**src/sv/sfpd_pkg.sv**
```systemverilog
`timescale 1ns / 1ps

package sfpd_pkg;

	localparam int FRAME_BITS_DEF = 32;
	localparam int QUEUE_DEPTH    = 2;
	localparam int WORD_W         = 32;
	localparam int DUR_W          = 16;
	localparam int TEMP_W         = 12;
	localparam int ID_W           = 8;
	localparam int CH_W           = 2;
	localparam int REP_W          = 4;
	localparam int CFG_IDX_W      = 3;
	localparam int CFG_DATA_W     = 16;
	localparam int PHASE_W        = 3;
	localparam int BIDX_W         = 5;
	localparam int SUM_W          = 8;

	localparam logic [PHASE_W-1:0] PH_IDLE      = 3'd0;
	localparam logic [PHASE_W-1:0] PH_PRE_PULSE = 3'd1;
	localparam logic [PHASE_W-1:0] PH_PRE_GAP   = 3'd2;
	localparam logic [PHASE_W-1:0] PH_BIT_PULSE = 3'd3;
	localparam logic [PHASE_W-1:0] PH_BIT_GAP   = 3'd4;

	localparam logic [CFG_IDX_W-1:0] REG_DEVICE_ID    = 3'd0;
	localparam logic [CFG_IDX_W-1:0] REG_CHANNEL      = 3'd1;
	localparam logic [CFG_IDX_W-1:0] REG_PULSE        = 3'd2;
	localparam logic [CFG_IDX_W-1:0] REG_PREAMBLE_GAP = 3'd3;
	localparam logic [CFG_IDX_W-1:0] REG_ONE_GAP      = 3'd4;
	localparam logic [CFG_IDX_W-1:0] REG_ZERO_GAP     = 3'd5;
	localparam logic [CFG_IDX_W-1:0] REG_REPEAT       = 3'd6;

	localparam logic [ID_W-1:0]  RST_DEVICE_ID    = 8'd0;
	localparam logic [CH_W-1:0]  RST_CHANNEL      = 2'd0;
	localparam logic [DUR_W-1:0] RST_PULSE        = 16'd500;
	localparam logic [DUR_W-1:0] RST_PREAMBLE_GAP = 16'd8000;
	localparam logic [DUR_W-1:0] RST_ONE_GAP      = 16'd4000;
	localparam logic [DUR_W-1:0] RST_ZERO_GAP     = 16'd2000;
	localparam logic [REP_W-1:0] RST_REPEAT       = 4'd6;

	typedef struct packed {
		logic [ID_W-1:0]  device_id;
		logic [CH_W-1:0]  channel;
		logic [DUR_W-1:0] pulse_ticks;
		logic [DUR_W-1:0] preamble_gap_ticks;
		logic [DUR_W-1:0] one_gap_ticks;
		logic [DUR_W-1:0] zero_gap_ticks;
		logic [REP_W-1:0] repeat_count;
	} cfg_t;

	typedef struct packed {
		logic              is_send;
		logic [WORD_W-1:0] frame;
	} item_t;

	typedef struct packed {
		logic line_level;
		logic busy_res;
		logic frame_done;
		logic send_rejected;
	} result_t;

	function automatic logic [DUR_W-1:0] dur_of(logic [DUR_W-1:0] v);
		dur_of = (v == '0) ? DUR_W'(1) : v;
	endfunction

endpackage

```
**src/sv/sfpd_if.sv**
```systemverilog
`timescale 1ns / 1ps

interface sfpd_in_if;
	logic                              valid;
	logic                              ready;
	logic                              action;
	logic signed [sfpd_pkg::TEMP_W-1:0] temp_tenths;
	logic                              battery_ok;
	logic                              beep;

	modport source (output valid, action, temp_tenths, battery_ok, beep, input ready);
	modport sink (input valid, action, temp_tenths, battery_ok, beep, output ready);
endinterface

interface sfpd_out_if;
	logic valid;
	logic ready;
	logic line_level;
	logic busy_res;
	logic frame_done;
	logic send_rejected;

	modport source (output valid, line_level, busy_res, frame_done, send_rejected,
		input ready);
	modport sink (input valid, line_level, busy_res, frame_done, send_rejected,
		output ready);
endinterface

interface sfpd_cfg_if;
	logic                                valid;
	logic                                ready;
	logic [sfpd_pkg::CFG_IDX_W-1:0]  index;
	logic [sfpd_pkg::CFG_DATA_W-1:0] data;

	modport source (output valid, index, data, input ready);
	modport sink (input valid, index, data, output ready);
endinterface

```
**src/sv/sfpd_front.sv**
```systemverilog
`timescale 1ns / 1ps

module sfpd_front (
	input  logic                 clk,
	input  logic                 arst_n,
	sfpd_in_if.sink              item,
	input  sfpd_pkg::cfg_t       cfg,
	output logic                 push,
	output sfpd_pkg::item_t      push_item,
	input  logic                 full
);

	logic                              v_s1;
	sfpd_pkg::item_t                   item_s1;
	logic [23:0]                       word;
	logic [sfpd_pkg::WORD_W-1:0]       wide;
	logic [sfpd_pkg::SUM_W-1:0]        sum;
	sfpd_pkg::item_t                   built;

	// The checksum adds the low bytes of the word taken at every nibble offset, then subtracts one.
	always_comb begin
		word = {cfg.device_id, $unsigned(item.temp_tenths), cfg.channel,
			~item.battery_ok, item.beep};
		wide = {8'd0, word};
		sum  = '0;
		for (int k = 0; k < 7; k++) begin
			sum = sum + sfpd_pkg::SUM_W'(wide >> (4 * k));
		end
		sum = sum - sfpd_pkg::SUM_W'(1);
		built.is_send = item.action;
		built.frame   = {sum, word};
	end

	assign push       = v_s1 && !full;
	assign push_item  = item_s1;
	assign item.ready = !v_s1 || !full;

	always_ff @(posedge clk or negedge arst_n) begin
		if (!arst_n) begin
			v_s1 <= 1'b0;
		end else if (item.ready) begin
			v_s1 <= item.valid;
		end
	end

	always_ff @(posedge clk) begin
		if (item.ready && item.valid) begin
			item_s1 <= built;
		end
	end

endmodule

```
**src/sv/sfpd_queue.sv**
```systemverilog
`timescale 1ns / 1ps

module sfpd_queue #(
	parameter int DEPTH = sfpd_pkg::QUEUE_DEPTH
) (
	input  logic            clk,
	input  logic            arst_n,
	input  logic            push,
	input  sfpd_pkg::item_t push_item,
	output logic            full,
	input  logic            pop,
	output sfpd_pkg::item_t head,
	output logic            empty
);

	localparam int PTR_W = (DEPTH > 1) ? $clog2(DEPTH) : 1;
	localparam int CNT_W = $clog2(DEPTH + 1);

	sfpd_pkg::item_t   mem_q [DEPTH];
	logic [PTR_W-1:0]  wr_ptr_q;
	logic [PTR_W-1:0]  rd_ptr_q;
	logic [CNT_W-1:0]  count_q;

	assign full  = (count_q == CNT_W'(DEPTH));
	assign empty = (count_q == '0);
	assign head  = mem_q[rd_ptr_q];

	always_ff @(posedge clk or negedge arst_n) begin
		if (!arst_n) begin
			wr_ptr_q <= '0;
			rd_ptr_q <= '0;
			count_q  <= '0;
		end else begin
			if (push) begin
				wr_ptr_q <= (wr_ptr_q == PTR_W'(DEPTH - 1)) ? '0 : wr_ptr_q + PTR_W'(1);
			end
			if (pop) begin
				rd_ptr_q <= (rd_ptr_q == PTR_W'(DEPTH - 1)) ? '0 : rd_ptr_q + PTR_W'(1);
			end
			if (push && !pop) begin
				count_q <= count_q + CNT_W'(1);
			end else if (pop && !push) begin
				count_q <= count_q - CNT_W'(1);
			end
		end
	end

	always_ff @(posedge clk) begin
		if (push) begin
			mem_q[wr_ptr_q] <= push_item;
		end
	end

endmodule

```
**src/sv/sfpd_back.sv**
```systemverilog
`timescale 1ns / 1ps

module sfpd_back #(
	parameter int FRAME_BITS = sfpd_pkg::FRAME_BITS_DEF
) (
	input  logic            clk,
	input  logic            arst_n,
	input  sfpd_pkg::cfg_t  cfg,
	input  sfpd_pkg::item_t head,
	input  logic            empty,
	output logic            pop,
	sfpd_out_if.source      result
);

	localparam logic [sfpd_pkg::BIDX_W-1:0] LAST_BIT = sfpd_pkg::BIDX_W'(FRAME_BITS - 1);

	logic [sfpd_pkg::WORD_W-1:0]  frame_q,  frame_n;
	logic [sfpd_pkg::PHASE_W-1:0] phase_q,  phase_n;
	logic [sfpd_pkg::BIDX_W-1:0]  bidx_q,   bidx_n;
	logic [sfpd_pkg::DUR_W-1:0]   dur_q,    dur_n;
	logic [sfpd_pkg::REP_W-1:0]   rep_q,    rep_n;
	logic                         active_q, active_n;
	logic [sfpd_pkg::DUR_W-1:0]   dec;
	logic [sfpd_pkg::REP_W-1:0]   rep_dec;
	sfpd_pkg::result_t            res, res_q;
	logic                         out_v_q;

	assign pop = !empty && (!out_v_q || result.ready);

	always_comb begin
		frame_n  = frame_q;
		phase_n  = phase_q;
		bidx_n   = bidx_q;
		dur_n    = dur_q;
		rep_n    = rep_q;
		active_n = active_q;
		res      = '0;
		dec      = dur_q - sfpd_pkg::DUR_W'(1);
		rep_dec  = rep_q - sfpd_pkg::REP_W'(1);
		if (head.is_send) begin
			if (active_q) begin
				res.send_rejected = 1'b1;
			end else begin
				frame_n = head.frame;
				rep_n   = cfg.repeat_count;
				bidx_n  = '0;
				if (cfg.repeat_count != '0) begin
					active_n = 1'b1;
					phase_n  = sfpd_pkg::PH_PRE_PULSE;
					dur_n    = sfpd_pkg::dur_of(cfg.pulse_ticks);
				end else begin
					phase_n = sfpd_pkg::PH_IDLE;
					dur_n   = '0;
				end
			end
			res.busy_res = active_n;
		end else if (active_q) begin
			res.busy_res   = 1'b1;
			res.line_level = (phase_q == sfpd_pkg::PH_PRE_PULSE) ||
				(phase_q == sfpd_pkg::PH_BIT_PULSE);
			dur_n = dec;
			if (dec == '0) begin
				unique case (phase_q)
					sfpd_pkg::PH_PRE_PULSE: begin
						phase_n = sfpd_pkg::PH_PRE_GAP;
						dur_n   = sfpd_pkg::dur_of(cfg.preamble_gap_ticks);
					end
					sfpd_pkg::PH_PRE_GAP: begin
						phase_n = sfpd_pkg::PH_BIT_PULSE;
						bidx_n  = LAST_BIT;
						dur_n   = sfpd_pkg::dur_of(cfg.pulse_ticks);
					end
					sfpd_pkg::PH_BIT_PULSE: begin
						phase_n = sfpd_pkg::PH_BIT_GAP;
						dur_n   = frame_q[bidx_q] ? sfpd_pkg::dur_of(cfg.one_gap_ticks)
							: sfpd_pkg::dur_of(cfg.zero_gap_ticks);
					end
					default: begin
						if (bidx_q != '0) begin
							bidx_n  = bidx_q - sfpd_pkg::BIDX_W'(1);
							phase_n = sfpd_pkg::PH_BIT_PULSE;
							dur_n   = sfpd_pkg::dur_of(cfg.pulse_ticks);
						end else begin
							rep_n = rep_dec;
							if (rep_dec == '0) begin
								active_n       = 1'b0;
								phase_n        = sfpd_pkg::PH_IDLE;
								dur_n          = '0;
								res.frame_done = 1'b1;
							end else begin
								phase_n = sfpd_pkg::PH_PRE_PULSE;
								dur_n   = sfpd_pkg::dur_of(cfg.pulse_ticks);
							end
						end
					end
				endcase
			end
		end
	end

	always_ff @(posedge clk or negedge arst_n) begin
		if (!arst_n) begin
			frame_q  <= '0;
			phase_q  <= sfpd_pkg::PH_IDLE;
			bidx_q   <= '0;
			dur_q    <= '0;
			rep_q    <= '0;
			active_q <= 1'b0;
			out_v_q  <= 1'b0;
		end else begin
			if (pop) begin
				frame_q  <= frame_n;
				phase_q  <= phase_n;
				bidx_q   <= bidx_n;
				dur_q    <= dur_n;
				rep_q    <= rep_n;
				active_q <= active_n;
				out_v_q  <= 1'b1;
			end else if (result.ready) begin
				out_v_q <= 1'b0;
			end
		end
	end

	always_ff @(posedge clk) begin
		if (pop) begin
			res_q <= res;
		end
	end

	assign result.valid         = out_v_q;
	assign result.line_level    = res_q.line_level;
	assign result.busy_res      = res_q.busy_res;
	assign result.frame_done    = res_q.frame_done;
	assign result.send_rejected = res_q.send_rejected;

endmodule

```
**src/sv/sensor_frame_pulse_distance_transmitter.sv**
```systemverilog
`timescale 1ns / 1ps

// Pulse-distance transmitter for a temperature sensor frame.
// The item channel takes either a tick (action low) or a send request carrying a
// temperature, a battery flag and a beep flag. Every request yields exactly one
// result on the result channel: the line level for that tick, the busy flag, a
// done flag on the last tick of the last repetition and a flag for a rejected send.
// The cfg channel writes the seven timing and identity registers by index; it is
// always ready and is meant to be used while no request is in flight.
// A request is registered in the front stage, where the frame and its checksum are
// built, then passes a two-entry queue to the transmit engine, whose output
// register holds the result. One request is accepted and one result delivered per
// cycle when the receiver keeps ready high; the transmit engine's state update sets
// that rate. When the receiver stalls, the output register holds, the queue fills
// and the item channel drops ready; no request is lost.
// Reset clears the engine to idle with the line low and loads the register defaults.
module sensor_frame_pulse_distance_transmitter #(
	parameter int FRAME_BITS = sfpd_pkg::FRAME_BITS_DEF
) (
	input  logic         clk,
	input  logic         arst_n,
	sfpd_in_if.sink      item,
	sfpd_out_if.source   result,
	sfpd_cfg_if.sink     cfg
);

	sfpd_pkg::cfg_t  cfg_q;
	logic            push;
	sfpd_pkg::item_t push_item;
	logic            full;
	logic            pop;
	sfpd_pkg::item_t head;
	logic            empty;

	assign cfg.ready = 1'b1;

	always_ff @(posedge clk or negedge arst_n) begin
		if (!arst_n) begin
			cfg_q.device_id          <= sfpd_pkg::RST_DEVICE_ID;
			cfg_q.channel            <= sfpd_pkg::RST_CHANNEL;
			cfg_q.pulse_ticks        <= sfpd_pkg::RST_PULSE;
			cfg_q.preamble_gap_ticks <= sfpd_pkg::RST_PREAMBLE_GAP;
			cfg_q.one_gap_ticks      <= sfpd_pkg::RST_ONE_GAP;
			cfg_q.zero_gap_ticks     <= sfpd_pkg::RST_ZERO_GAP;
			cfg_q.repeat_count       <= sfpd_pkg::RST_REPEAT;
		end else if (cfg.valid) begin
			unique case (cfg.index)
				sfpd_pkg::REG_DEVICE_ID:    cfg_q.device_id <= cfg.data[sfpd_pkg::ID_W-1:0];
				sfpd_pkg::REG_CHANNEL:      cfg_q.channel <= cfg.data[sfpd_pkg::CH_W-1:0];
				sfpd_pkg::REG_PULSE:        cfg_q.pulse_ticks <= cfg.data;
				sfpd_pkg::REG_PREAMBLE_GAP: cfg_q.preamble_gap_ticks <= cfg.data;
				sfpd_pkg::REG_ONE_GAP:      cfg_q.one_gap_ticks <= cfg.data;
				sfpd_pkg::REG_ZERO_GAP:     cfg_q.zero_gap_ticks <= cfg.data;
				sfpd_pkg::REG_REPEAT:
					cfg_q.repeat_count <= cfg.data[sfpd_pkg::REP_W-1:0];
				default: begin
				end
			endcase
		end
	end

	sfpd_front u_front (
		.clk       (clk),
		.arst_n    (arst_n),
		.item      (item),
		.cfg       (cfg_q),
		.push      (push),
		.push_item (push_item),
		.full      (full)
	);

	sfpd_queue #(
		.DEPTH (sfpd_pkg::QUEUE_DEPTH)
	) u_queue (
		.clk       (clk),
		.arst_n    (arst_n),
		.push      (push),
		.push_item (push_item),
		.full      (full),
		.pop       (pop),
		.head      (head),
		.empty     (empty)
	);

	sfpd_back #(
		.FRAME_BITS (FRAME_BITS)
	) u_back (
		.clk    (clk),
		.arst_n (arst_n),
		.cfg    (cfg_q),
		.head   (head),
		.empty  (empty),
		.pop    (pop),
		.result (result)
	);

	a_done_not_rejected: assert property (@(posedge clk) disable iff (!arst_n)
		result.valid |-> !(result.frame_done && result.send_rejected))
		else $error("frame done and send rejected in one result");

	a_done_while_busy: assert property (@(posedge clk) disable iff (!arst_n)
		(result.valid && result.frame_done) |-> result.busy_res)
		else $error("frame done reported outside a transmission");

	a_level_while_busy: assert property (@(posedge clk) disable iff (!arst_n)
		(result.valid && result.line_level) |-> result.busy_res)
		else $error("line driven high while idle");

	a_no_pop_empty: assert property (@(posedge clk) disable iff (!arst_n)
		pop |-> !empty)
		else $error("transmit engine took a request from an empty queue");

endmodule

```
**src/flat_wrapper.sv**
```systemverilog
// flat-port wrapper written by rule: the top's interface ports become plain ports
module sensor_frame_pulse_distance_transmitter_flat 
#(
	parameter int FRAME_BITS = sfpd_pkg::FRAME_BITS_DEF
)
  (clk, arst_n, item_valid, item_action, item_temp_tenths, item_battery_ok, item_beep, item_ready, result_valid, result_line_level, result_busy_res, result_frame_done, result_send_rejected, result_ready, cfg_valid, cfg_index, cfg_data, cfg_ready);
  sfpd_in_if item_i ();
  sfpd_out_if result_i ();
  sfpd_cfg_if cfg_i ();
  input  logic clk;
  input  logic arst_n;
  input wire logic [$bits(item_i.valid)-1:0] item_valid;
  input wire logic [$bits(item_i.action)-1:0] item_action;
  input wire logic [$bits(item_i.temp_tenths)-1:0] item_temp_tenths;
  input wire logic [$bits(item_i.battery_ok)-1:0] item_battery_ok;
  input wire logic [$bits(item_i.beep)-1:0] item_beep;
  output wire logic [$bits(item_i.ready)-1:0] item_ready;
  output wire logic [$bits(result_i.valid)-1:0] result_valid;
  output wire logic [$bits(result_i.line_level)-1:0] result_line_level;
  output wire logic [$bits(result_i.busy_res)-1:0] result_busy_res;
  output wire logic [$bits(result_i.frame_done)-1:0] result_frame_done;
  output wire logic [$bits(result_i.send_rejected)-1:0] result_send_rejected;
  input wire logic [$bits(result_i.ready)-1:0] result_ready;
  input wire logic [$bits(cfg_i.valid)-1:0] cfg_valid;
  input wire logic [$bits(cfg_i.index)-1:0] cfg_index;
  input wire logic [$bits(cfg_i.data)-1:0] cfg_data;
  output wire logic [$bits(cfg_i.ready)-1:0] cfg_ready;
  assign item_i.valid = item_valid;
  assign item_i.action = item_action;
  assign item_i.temp_tenths = item_temp_tenths;
  assign item_i.battery_ok = item_battery_ok;
  assign item_i.beep = item_beep;
  assign item_ready = item_i.ready;
  assign result_valid = result_i.valid;
  assign result_line_level = result_i.line_level;
  assign result_busy_res = result_i.busy_res;
  assign result_frame_done = result_i.frame_done;
  assign result_send_rejected = result_i.send_rejected;
  assign result_i.ready = result_ready;
  assign cfg_i.valid = cfg_valid;
  assign cfg_i.index = cfg_index;
  assign cfg_i.data = cfg_data;
  assign cfg_ready = cfg_i.ready;
  sensor_frame_pulse_distance_transmitter #(.FRAME_BITS(FRAME_BITS)) u_core (.clk(clk), .arst_n(arst_n), .item(item_i), .result(result_i), .cfg(cfg_i));
endmodule
```
**config.mk**
```make
export PLATFORM = sky130hd
export DESIGN_NAME = sensor_frame_pulse_distance_transmitter_flat
export DESIGN_NICKNAME = d
export VERILOG_FILES = /design/src/sv/sfpd_pkg.sv /design/src/sv/sfpd_if.sv /design/src/sv/sfpd_front.sv /design/src/sv/sfpd_queue.sv /design/src/sv/sfpd_back.sv /design/src/sv/sensor_frame_pulse_distance_transmitter.sv /design/src/flat_wrapper.sv
export SDC_FILE = /design/constraint.sdc
export NUM_CORES = 1
export LEC_CHECK = 0
export BUFFER_PORTS_ARGS = -buffer_cell sky130_fd_sc_hd__buf_4
export CORE_AREA = 2 2 151 183
export CTS_CLUSTER_SIZE = 16
export DETAILED_ROUTE_END_ITERATION = 7
export DIE_AREA = 0 0 153 185
export GPL_TIMING_DRIVEN = 0
export PLACE_DENSITY = 0.63
export SYNTH_ARGS = -nofsm -noshare
export SYNTH_HDL_FRONTEND = slang
export SYNTH_SLANG_ARGS = --single-unit
```
**constraint.sdc**
```tcl
create_clock -name clk -period 3.6 [get_ports clk]
set_input_delay 0.54 -clock clk [delete_from_list [all_inputs] [get_ports clk]]
set_output_delay 0.54 -clock clk [all_outputs]
set_load 0.01 [all_outputs]
```
==> results of run 1 <==
-- synth_stat cells (all sizes together), types with 6 or more instances --
cell and count:
xnor2 17, and2 6, dfstp 26, nand2 43, a22oi 8, ha 26, mux2 82, nand3 7
nand2b 6, o21ai 48, nor3 27, mux2i 47, clkbuf 33, fa 22, nor2b 7, buf 11
a21oi 63, inv 78, dfrtp 119, a222oi 8, a31oi 11, nand4 12, edfxtp 103, o31ai 7
nor2 68, nor4 18, or3 6
-- metrics by stage --
stage | worst slack, ps | area, µm² | TNS (ps)
after floorplan | -214 | 12300 | -407
after global placement | -671 | 13000 | -10100
after detailed placement | -670 | 13100 | -9170
after CTS | -374 | 14000 | -980
after global routing | -459 | 14000 | -1660
final | -330 | 14000 | -1080
-- repair_timing --
action	4_1_cts	5_1_grt
setup buffers	5	3
hold buffers	0	0
resized for setup	6	4
endpoints found under the setup margin	19	18
pin swaps	3	0
-- cell families (layout without fill, tap and decap cells) --
| family | count (synthesis) | in the layout | share of synthesized area |
|---|---|---|---|
| AO/OA/AOI/OAI | 199 | 199 | 0.108 |
| XOR/XNOR | 19 | 19 | 0.0136 |
| adder cells (fa/ha/maj) | 48 | 48 | 0.0624 |
| buffers and inverters | 122 | 218 | 0.0452 |
| flip-flops | 248 | 248 | 0.550 |
| multiplexers | 133 | 133 | 0.122 |
| other | 1 | 1 | 0.000305 |
| AND/OR/NAND/NOR | 223 | 223 | 0.0986 |
-- critical path, cell delays in order (launching register included) --
cell and delay [ps]:
dfrtp_2 440, fa_1 530, inv_1 50, fa_1 510
inv_1 50, fa_1 480, inv_1 50, fa_1 540
inv_1 60, ha_1 270, a21o_1 170, a21oi_2 140
o21bai_1 90, a21oi_1 160, xnor2_1 120
-- final cells by class --
type	count	area [µm²]	share of cell area
Inverter	78	293	0.0209
Tap cell	340	425	0.0304
Sequential cell	248	6760	0.483
Clock inverter	11	128	0.00912
Multi-Input combinational cell	623	5030	0.359
Buffer	43	259	0.0185
Clock buffer	35	683	0.0488
Timing Repair Buffer	51	423	0.0302
-- registers in the layout (all words and copies together), names as in the netlist --
signal                              count
u_core.u_front.v_s1                     1
u_core.u_back.active_q                  1
u_core.u_back.dur_q                    16
u_core.u_queue.wr_ptr_q                 1
u_core.u_back.result.send_rejected      1
u_core.u_queue.mem_q                   66
u_core.u_back.result.busy_res           1
u_core.u_back.bidx_q                    5
u_core.u_front.push_item               33
u_core.u_back.result.valid              1
u_core.u_back.result.line_level         1
u_core.u_back.rep_q                     4
u_core.u_queue.rd_ptr_q                 1
u_core.u_back.frame_q                  32
u_core.cfg_q                           78
u_core.u_back.phase_q                   3
u_core.u_queue.count_q                  2
u_core.u_back.result.frame_done         1
-- metal layers --
| metal | vias up | routed length, µm |
|---|---|---|
| met2 | 234 | 14000 |
| met5 | - | 0 |
| li1 | 3795 | - |
| met1 | 4041 | 13000 |
| met3 | 49 | 1280 |
| met4 | 0 | 598 |
-- final timing paths --
kind                                                        start                                endpoint  slack (ps)  cells after the start
min in group clk                                      item_action  u_core.u_front.push_item[32]$_DFFE_PP_         180                      1
min reg2reg                u_core.u_front.push_item[13]$_DFFE_PP_   u_core.u_queue.mem_q[1][13]$_DFFE_PP_         440                      0
max reg2reg                          u_core.cfg_q[68]$_DFFE_PN0P_  u_core.u_front.push_item[30]$_DFFE_PP_        -330                     14
max                                  u_core.cfg_q[68]$_DFFE_PN0P_  u_core.u_front.push_item[30]$_DFFE_PP_        -330                     14
min                                                        arst_n      u_core.u_back.dur_q[9]$_DFFE_PN0P_          80                      1
max in group asynchronous                                  arst_n            u_core.cfg_q[10]$_DFFE_PN1P_        2680                      2
-- power groups by stage --
stage	Combinational [µW]	Clock [µW]	Sequential, µW
final	5010	2570	4700
after CTS	4990	2620	4680
after global placement	4700	0	4720
after floorplan	3560	0	4530
after detailed placement	4830	0	4730
after global routing	5510	2740	4800
==> results.ini, run 1 <==
[outcome]
status=finished with violations
failed_checks=negative setup slack

[pwr]
p_leak_uw=0.00561
power.switching_uw=4500
pwr-share-comb=0.408
power_frac_seq=0.383
internal_power_uw=7790
pwr-share-clk=0.209
power_density_mw_per_mm2=878
p_sw_frac=0.366
peakVddDrop_mv=0.407
totalPowerFinal_uw=12300

[sta]
finClkSkew_ps=16.9
slew_violations=0
finalWorstPathRequiredPeriod_ps=3930
finalSetupViolCount=4
hold_violations=0
fin_ws_ps=-330
post-route-period-util=1.09
rsz0062_at_grt=true
slew_headroom=0.239
tightest_slew_ps=1130
whs_ps=78.1
timing.fmax_mhz=254

[synth]
synth-edff-count=103
synth_top_cell_area_share=0.252
async_reset_ff_frac=0.585
netlist_instances=993
seq_area_frac_synth=0.550
syn_nets=1080
syn_area_mm2=0.0123
syn_area_per_cell_um2=12.4
synthDistinctLibCells=90
ys_warn_count=0
synth.top_cells.by_area=edfxtp_1 25%, dfrtp_1 24%, mux2_2 7.4%
yosys_register_bits=248
synthFlopType=dfrtp_1
synth_area_leader_cell=edfxtp_1

[setup_path]
critPathKind=reg2reg
worst-path-max-fanout=2
cp.required_ps=3860
cp.arrival_ps=4190
cp-start-kind=flop
crit_path_end_kind=flop

[cts]
cts_tree=yes
cts_root_buf=clkbuf_16
htreeDepth=1
insertion_delay_ps=530
numCtsBuffers=25
cts.reportedPaths.clkPinSlew_ps=70
clock_sinks=248
cts_buffer_depth=3

[route]
route.detailed.drc=0
drtPass1Iterations=5
via_per_inst=5.68
vias=8119
drt_iter0_drc=523
avgRoutedWirePerCell_um=20.2
routed_wl_um=28900
postRouteAntennaNets=0

[layout]
final_util=0.525
final_cell_count_no_fill=1429
drive_gt1_frac=0.238
mostFrequentLayoutCell=dfrtp_1
final_cell_mix=116 x dfrtp_1, 103 x edfxtp_1, 81 x mux2_2, 75 x inv_1, 67 x nor2_1
num_antenna_cells=0
nets=1157
fill_cells=2360
area_growth_pct=14.1

[global_route]
grt.met2_usage=0.353
grt_pass1_wl_um=46100
grtUsageTotal=0.207
grt_max_degree=91
grt_use_met1=0.284
grt-ovfl-total=0
met3_usage=0.0234
antenna_found_initial=0
top_usage_layer=met2
grt_pass1_vias=8316

[die]
die_h_um=185
ioPinCount=46
start_util=0.460
die_w_um=153
core_area_mm2=0.0267
dieArea_mm2=0.0283
rows=66

[place]
hpwl_um=21000
portBuffers=42
place_congestion=0.935
dp.cells=1377

[hold_path]
hp-class=in2async

[flow_run]
drv_cap=0

Power figures use the tool's default switching activity.
==> run 2: changes to the inputs <==
--- a/config.mk
+++ b/config.mk
@@ -11,6 +11,7 @@
 export DETAILED_ROUTE_END_ITERATION = 7
 export DIE_AREA = 0 0 153 185
 export GPL_TIMING_DRIVEN = 0
+export MAX_ROUTING_LAYER = met4
 export PLACE_DENSITY = 0.63
 export SYNTH_ARGS = -nofsm -noshare
 export SYNTH_HDL_FRONTEND = slang
==> run 2 against run 1 <==
The run still ends with negative setup slack left. First-iteration DRC count is 5.5% higher. Sequential power is essentially flat. Clock skew down 3.6 ps. Critical path type unchanged.
==> results.ini, run 2 (synthesized netlist as in run 1, its figures left out) <==
[setup_path]
worstReg2RegEnd=u_core.u_front.push_item[30]$_DFFE_PP_
cp.required_ps=3870  ; about the same
r2r-start=u_core.cfg_q[68]$_DFFE_PN0P_
crit_path_end_kind=flop
cp.arrival_ps=4130  ; -60 ps
crit_end=u_core.u_front.push_item[30]$_DFFE_PP_
setup.worst_path.start=u_core.cfg_q[68]$_DFFE_PN0P_
worst-path-max-fanout=2  ; unchanged
r2r_cells=14  ; unchanged
cp-start-kind=flop
rrSetupSlack_ps=-260  ; +70 ps
critPathKind=reg2reg

[global_route]
top_usage_layer=met2
grt_pass1_vias=8322  ; +0.072%
grt_max_degree=75  ; -18%
antenna_found_initial=0  ; unchanged
grt_pass1_wl_um=46400  ; +0.61%
grt_use_met1=0.287  ; +0.00301
grtUsageTotal=0.215  ; +0.00804
met3_usage=0.0271  ; +0.00374
grt-ovfl-total=0  ; unchanged
grt.met2_usage=0.353  ; about the same

[route]
via_per_inst=5.72  ; +0.75%
drt_iter0_drc=552  ; +5.5%
routed_wl_um=29000  ; +0.53%
postRouteAntennaNets=0  ; unchanged
route.detailed.drc=0  ; unchanged
avgRoutedWirePerCell_um=20.3  ; +0.53%
vias=8180  ; +0.75%
drtPass1Iterations=6  ; +1

[sta]
post-route-period-util=1.07  ; -0.0196
finalWorstPathRequiredPeriod_ps=3860  ; -70.5 ps
fin_ws_ps=-260  ; +70.5 ps
slew_headroom=0.289  ; +0.0499
hold_violations=0  ; unchanged
finClkSkew_ps=13.3  ; -3.55 ps
timing.fmax_mhz=259  ; +1.8%
tightest_slew_ps=1060  ; -74.2 ps
slew_violations=0  ; unchanged
finalSetupViolCount=4  ; unchanged
rsz0062_at_grt=true

[die]
rows=66  ; unchanged
die_h_um=185  ; unchanged
ioPinCount=46  ; unchanged
start_util=0.460  ; unchanged
core_area_mm2=0.0267  ; unchanged
die_w_um=153  ; unchanged
dieArea_mm2=0.0283  ; unchanged

[outcome]
failed_checks=negative setup slack
status=finished with violations

[cts]
cts_tree=yes
insertion_delay_ps=530  ; about the same
cts_buffer_depth=3  ; unchanged
cts.reportedPaths.clkPinSlew_ps=60  ; about the same
numCtsBuffers=26  ; +4.0%
postCtsHoldBufs=0  ; unchanged
htreeDepth=1  ; unchanged
clock_sinks=248  ; unchanged
cts_root_buf=clkbuf_16

[hold_path]
hp-class=in2async

[layout]
area_growth_pct=15.4
nets=1156  ; -0.086%
seqCellArea_mm2=0.00676  ; about the same
final_cell_count_no_fill=1429  ; unchanged
final_cell_mix=117 x dfrtp_1, 103 x edfxtp_1, 81 x mux2_2, 73 x inv_1, 66 x nor2_1
num_antenna_cells=0  ; unchanged
fill_cells=2280  ; -3.4%
multi_input_area_mm2=0.00508  ; +0.87%
largest_reg_flops=78  ; unchanged
drive_gt1_frac=0.251  ; +0.0129
regMostFlops=u_core.cfg_q
mostFrequentLayoutCell=dfrtp_1

[pwr]
totalPowerFinal_uw=12700  ; +3.4%
peakVddDrop_mv=0.386  ; -5.3%
power_density_mw_per_mm2=897  ; +2.1%
p_leak_uw=0.00569  ; +1.4%

[place]
portBuffers=42  ; unchanged
dp.cells=1377  ; unchanged
place_congestion=0.952  ; +1.8%
hpwl_um=21100  ; +0.28%

[flow_run]
drv_cap=0  ; unchanged

## run 2: cell count changes in the layout (fill, tap and decap cells not counted), sizes merged
| cell | change |
|---|---|
| inv | -1 |
| clkinv | -1 |
| clkbuf | +1 |
| buf | -2 |
| clkinvlp | +1 |
| bufinv | +2 |
## run 2: critical path: stages, from the launching register on
cell	delay [ps]
dfrtp_1	420
fa_1	530
inv_2	40
fa_1	520
inv_2	40
fa_1	480
inv_1	50
fa_1	520
inv_1	60
ha_1	260
a21o_1	170
a21oi_2	140
o21bai_1	100
a21oi_2	170
xnor2_2	100
## run 2: how the worst min path moves through the flow
| stage | slack (ps) | cells past startpoint | endpoint |
|---|---|---|---|
| finish | 30 | 1 | u_core.u_back.dur_q[9]$_DFFE_PN0P_ |
| global route | 90 | 1 | u_core.u_back.dur_q[13]$_DFFE_PN0P_ |
| CTS | 50 | 1 | u_core.u_back.dur_q[13]$_DFFE_PN0P_ |
| detailed placement | 430 | 0 | u_core.u_queue.mem_q[0][16]$_DFFE_PP_ |
| global placement | 420 | 0 | u_core.u_queue.mem_q[0][12]$_DFFE_PP_ |
| floorplan | 240 | 0 | u_core.cfg_q[0]$_DFFE_PN0P_ |
## run 2: metal layers
layer | wire (µm) | part of all wire
met1 | 13100 | 0.45
met2 | 13900 | 0.48
met3 | 1380 | 0.048
met4 | 682 | 0.024
met5 | 0 | 0
## run 2: area by class of cell
cell class,count,area share
plain buffers,43,0.0183
clock buffers,36,0.0542
clock inverters,12,0.0128
inverters,78,0.0207
multi-input cells,623,0.358
flip-flops and latches,248,0.477
well taps,340,0.0300
repair buffers,49,0.0290
## run 2: per-stage QoR
step / worst slack [ps] / cell area, µm² / setup TNS, ps / utilization / hold slack [ps]
after floorplan: -214 / 12300 / -407 / - / 244
after global placement: -679 / 13000 / -10650 / 0.489 / 424
after detailed placement: -683 / 13100 / -9570 / 0.492 / 430
after CTS: -356 / 14100 / -964 / 0.530 / 49.9
after global routing: -403 / 14200 / -1220 / 0.531 / 87.6
final: -260 / 14200 / -630 / 0.531 / 31.9
## run 2: repair_timing
action | CTS | global route
pin swaps | 13 | 6
gates cloned | 0 | 0
gates resized for setup | 9 | 8
setup buffers | 7 | 0
setup endpoints to repair | 19 | 15
## run 2: power by group
part | internal, µW | total [µW] | leakage, µW | switching (µW)
Sequential | 4090 | 4710 | 0.00266 | 616
Clock | 1780 | 2900 | 0.000464 | 1110
Combinational | 2250 | 5100 | 0.00256 | 2850
==> run 3: changes to the inputs <==
--- a/config.mk
+++ b/config.mk
@@ -6,13 +6,15 @@
 export NUM_CORES = 1
 export LEC_CHECK = 0
 export BUFFER_PORTS_ARGS = -buffer_cell sky130_fd_sc_hd__buf_4
-export CORE_AREA = 2 2 151 183
+export CELL_PAD_IN_SITES_DETAIL_PLACEMENT = 0
+export CELL_PAD_IN_SITES_GLOBAL_PLACEMENT = 2
+export CORE_AREA = 2 2 165 200
 export CTS_CLUSTER_SIZE = 16
 export DETAILED_ROUTE_END_ITERATION = 7
-export DIE_AREA = 0 0 153 185
+export DIE_AREA = 0 0 167 202
 export GPL_TIMING_DRIVEN = 0
 export MAX_ROUTING_LAYER = met4
-export PLACE_DENSITY = 0.63
+export PLACE_DENSITY = 0.73
 export SYNTH_ARGS = -nofsm -noshare
 export SYNTH_HDL_FRONTEND = slang
 export SYNTH_SLANG_ARGS = --single-unit
==> run 3 against run 2 <==
The flow still finishes with violations (negative setup slack). Cell count increased by 4.8%. Sequential cell count unchanged. Die area increased by 19%. First-iteration DRC count decreased by 17%. Clock power decreased by 7%. Clock-buffer cell count unchanged. Global-route usage decreased by 2.1 points. Register-to-register slack got worse by 50 ps. Clock skew increased by 0.65 ps. Critical path depth unchanged. Non-clock buffer count unchanged. Power decreased by 0.35%. Largest power group unchanged.
==> results.ini, run 3 (synthesized netlist as in run 1, its figures left out) <==
[outcome]
status=finished with violations
failed_checks=negative setup slack

[layout]
final_util=0.447  ; -0.0843
regMostFlops=u_core.cfg_q
final_cell_mix=119 x dfrtp_1, 103 x edfxtp_1, 81 x mux2_2, 74 x inv_1, 65 x nor2_1
mostFrequentLayoutCell=dfrtp_1
multi_input_area_mm2=0.00509  ; +0.27%
fill_cells=2947  ; +29%
seqCellArea_mm2=0.00675  ; about the same
area_growth_pct=15.8
largest_reg_flops=78  ; unchanged
num_antenna_cells=0  ; unchanged
drive_gt1_frac=0.247  ; -0.00321
nets=1157  ; +0.087%
final_cell_count_no_fill=1498  ; +4.8%

[place]
dp.cells=1445  ; +4.9%
portBuffers=42  ; unchanged
hpwl_um=22800  ; +8.2%
place_congestion=0.835  ; -12%

[sta]
finalWorstPathRequiredPeriod_ps=3910  ; +52.3 ps
timing.fmax_mhz=256  ; -1.3%
slew_headroom=0.156  ; -0.133
post-route-period-util=1.09  ; +0.0145
slew_violations=0  ; unchanged
whs_ps=2.73  ; -29.2 ps
finalSetupViolCount=4  ; unchanged
finClkSkew_ps=14.0  ; +0.653 ps
hold_violations=0  ; unchanged
fin_ws_ps=-312  ; -52.3 ps
tightest_slew_ps=1260  ; +199 ps
rsz0062_at_grt=true

[pwr]
totalPowerFinal_uw=12700  ; -0.35%
pwr-share-clk=0.214  ; -0.014
power.switching_uw=4700  ; +2.7%
pwr-share-comb=0.415  ; +0.014
power_density_mw_per_mm2=891  ; -0.65%
peakVddDrop_mv=0.439  ; +14%
internal_power_uw=7960  ; -2.0%
p_sw_frac=0.371  ; +0.0109
p_leak_uw=0.00566  ; -0.40%
power_frac_seq=0.372  ; about the same

[route]
routed_wl_um=30900  ; +6.6%
route.detailed.drc=0  ; unchanged
drt_iter0_drc=457  ; -17%
via_per_inst=5.34  ; -6.8%
vias=7994  ; -2.3%
drtPass1Iterations=5  ; -1
avgRoutedWirePerCell_um=20.6  ; +1.7%
postRouteAntennaNets=0  ; unchanged

[setup_path]
cp-start-kind=flop
r2r-start=u_core.cfg_q[68]$_DFFE_PN0P_
r2r_cells=14  ; unchanged
rrSetupSlack_ps=-310  ; -50 ps
crit_top_cell=fa_1
crit_chain=fa_1, inv_2, fa_1, inv_1, fa_1, inv_1, fa_1, inv_1, ha_1, a21o_1, a21oi_2, o21bai_1, a21oi_1, xnor2_1
critPathKind=reg2reg
cp.arrival_ps=4190  ; +60 ps
cp.required_ps=3870  ; about the same
slowest_stage=fa_1
cpPeakStageDelay_ps=560  ; +30 ps
crit_path_end_kind=flop
worst-path-max-fanout=2  ; unchanged
worstReg2RegEnd=u_core.u_front.push_item[30]$_DFFE_PP_

[die]
dieArea_mm2=0.0337  ; +19%
rows=72  ; +9.1%
core_area_mm2=0.0318  ; +19%
start_util=0.386  ; -0.0742
ioPinCount=46  ; unchanged
die_h_um=202  ; +9.2%
die_w_um=167  ; +9.2%

[cts]
clock_sinks=248  ; unchanged
numCtsBuffers=27  ; +3.8%
cts.reportedPaths.clkPinSlew_ps=60  ; about the same
htreeDepth=1  ; unchanged
insertion_delay_ps=550  ; +20 ps
cts_root_buf=clkbuf_16
cts_tree=yes
cts_buffer_depth=3  ; unchanged

[global_route]
grt_pass1_vias=8200  ; -1.5%
antenna_found_initial=1  ; +1
grtUsageTotal=0.193  ; -0.0214
grt_pass1_wl_um=49200  ; +5.9%
grt-ovfl-total=0  ; unchanged
grt_max_degree=85  ; +13%

[hold_path]
hp-class=in2async

[flow_run]
drv_cap=0  ; unchanged

run 3: cell count changes in the layout (fill, tap and decap cells not counted), sizes merged:
| cell | previous run | this run |
|---|---|---|
| inv | 79 | 80 |
| clkinv | 5 | 9 |
| bufinv | 4 | 1 |
| buf | 60 | 61 |
| clkbuf | 68 | 67 |
run 3: metal layers:
metal | global-route usage | share of wire | vias to the layer above
li1 | - | - | 3799
met3 | 0.0229 | 0.040 | 47
met2 | 0.309 | 0.48 | 164
met5 | - | 0 | -
met1 | 0.267 | 0.46 | 3984
met4 | 0.0419 | 0.019 | 0
run 3: final cells by class:
type,count,area share
tap,407,0.0358
inverter,78,0.0206
buffer,42,0.0180
multi-input combinational,623,0.358
clock inverter,14,0.00907
timing repair buffer,50,0.0306
clock buffer,36,0.0527
sequential,248,0.475
run 3: timing repair:
| action | in CTS | in global routing |
|---|---|---|
| hold buffers | 0 | 0 |
| buffers inserted | 22 | 2 |
| resized for setup | 7 | 12 |
| setup endpoints to repair | 20 | 15 |
| pin swaps | 3 | 9 |
run 3: worst max-delay path, delay by kind of cell (launching register included):
family,cells,cell delay [ps]
XOR/XNOR,1,130
AO/OA/AOI/OAI,4,580
adder cells (fa/ha/maj),5,2330
flip-flops,1,420
buffers and inverters,4,190
run 3: worst max-delay path by stage:
| stage | cells after the start | slack, ps | start | to |
|---|---|---|---|---|
| after floorplan | 14 | -210 | item_temp_tenths[10] | u_core.u_front.push_item[30]$_DFFE_PP_ |
| after global placement | 10 | -880 | u_core.u_queue.rd_ptr_q$_DFFE_PN0P_ | u_core.u_back.dur_q[7]$_DFFE_PN0P_ |
| after detailed placement | 10 | -960 | u_core.u_queue.rd_ptr_q$_DFFE_PN0P_ | u_core.u_back.dur_q[7]$_DFFE_PN0P_ |
| after CTS | 14 | -360 | u_core.cfg_q[68]$_DFFE_PN0P_ | u_core.u_front.push_item[30]$_DFFE_PP_ |
| after global routing | 14 | -480 | u_core.cfg_q[68]$_DFFE_PN0P_ | u_core.u_front.push_item[30]$_DFFE_PP_ |
| final | 14 | -310 | u_core.cfg_q[68]$_DFFE_PN0P_ | u_core.u_front.push_item[30]$_DFFE_PP_ |
run 3: power by group through the flow:
stage	sequential (µW)	combinational, µW	clock [µW]
3_3_place_gp	4740	4860	0
2_1_floorplan	4530	3560	0
6_report	4710	5250	2700
4_1_cts	4710	5100	2780
5_1_grt	4830	5800	2900
3_5_place_dp	4750	4940	0
run 3: per-stage QoR:
step                worst slack, ps  area [µm²]  TNS [ps]
floorplan                      -214       12300      -407
global placement               -882       13100    -15080
detailed placement             -956       13200    -13000
CTS                            -360       14200      -871
global route                   -483       14200     -1460
finish                         -312       14200      -843
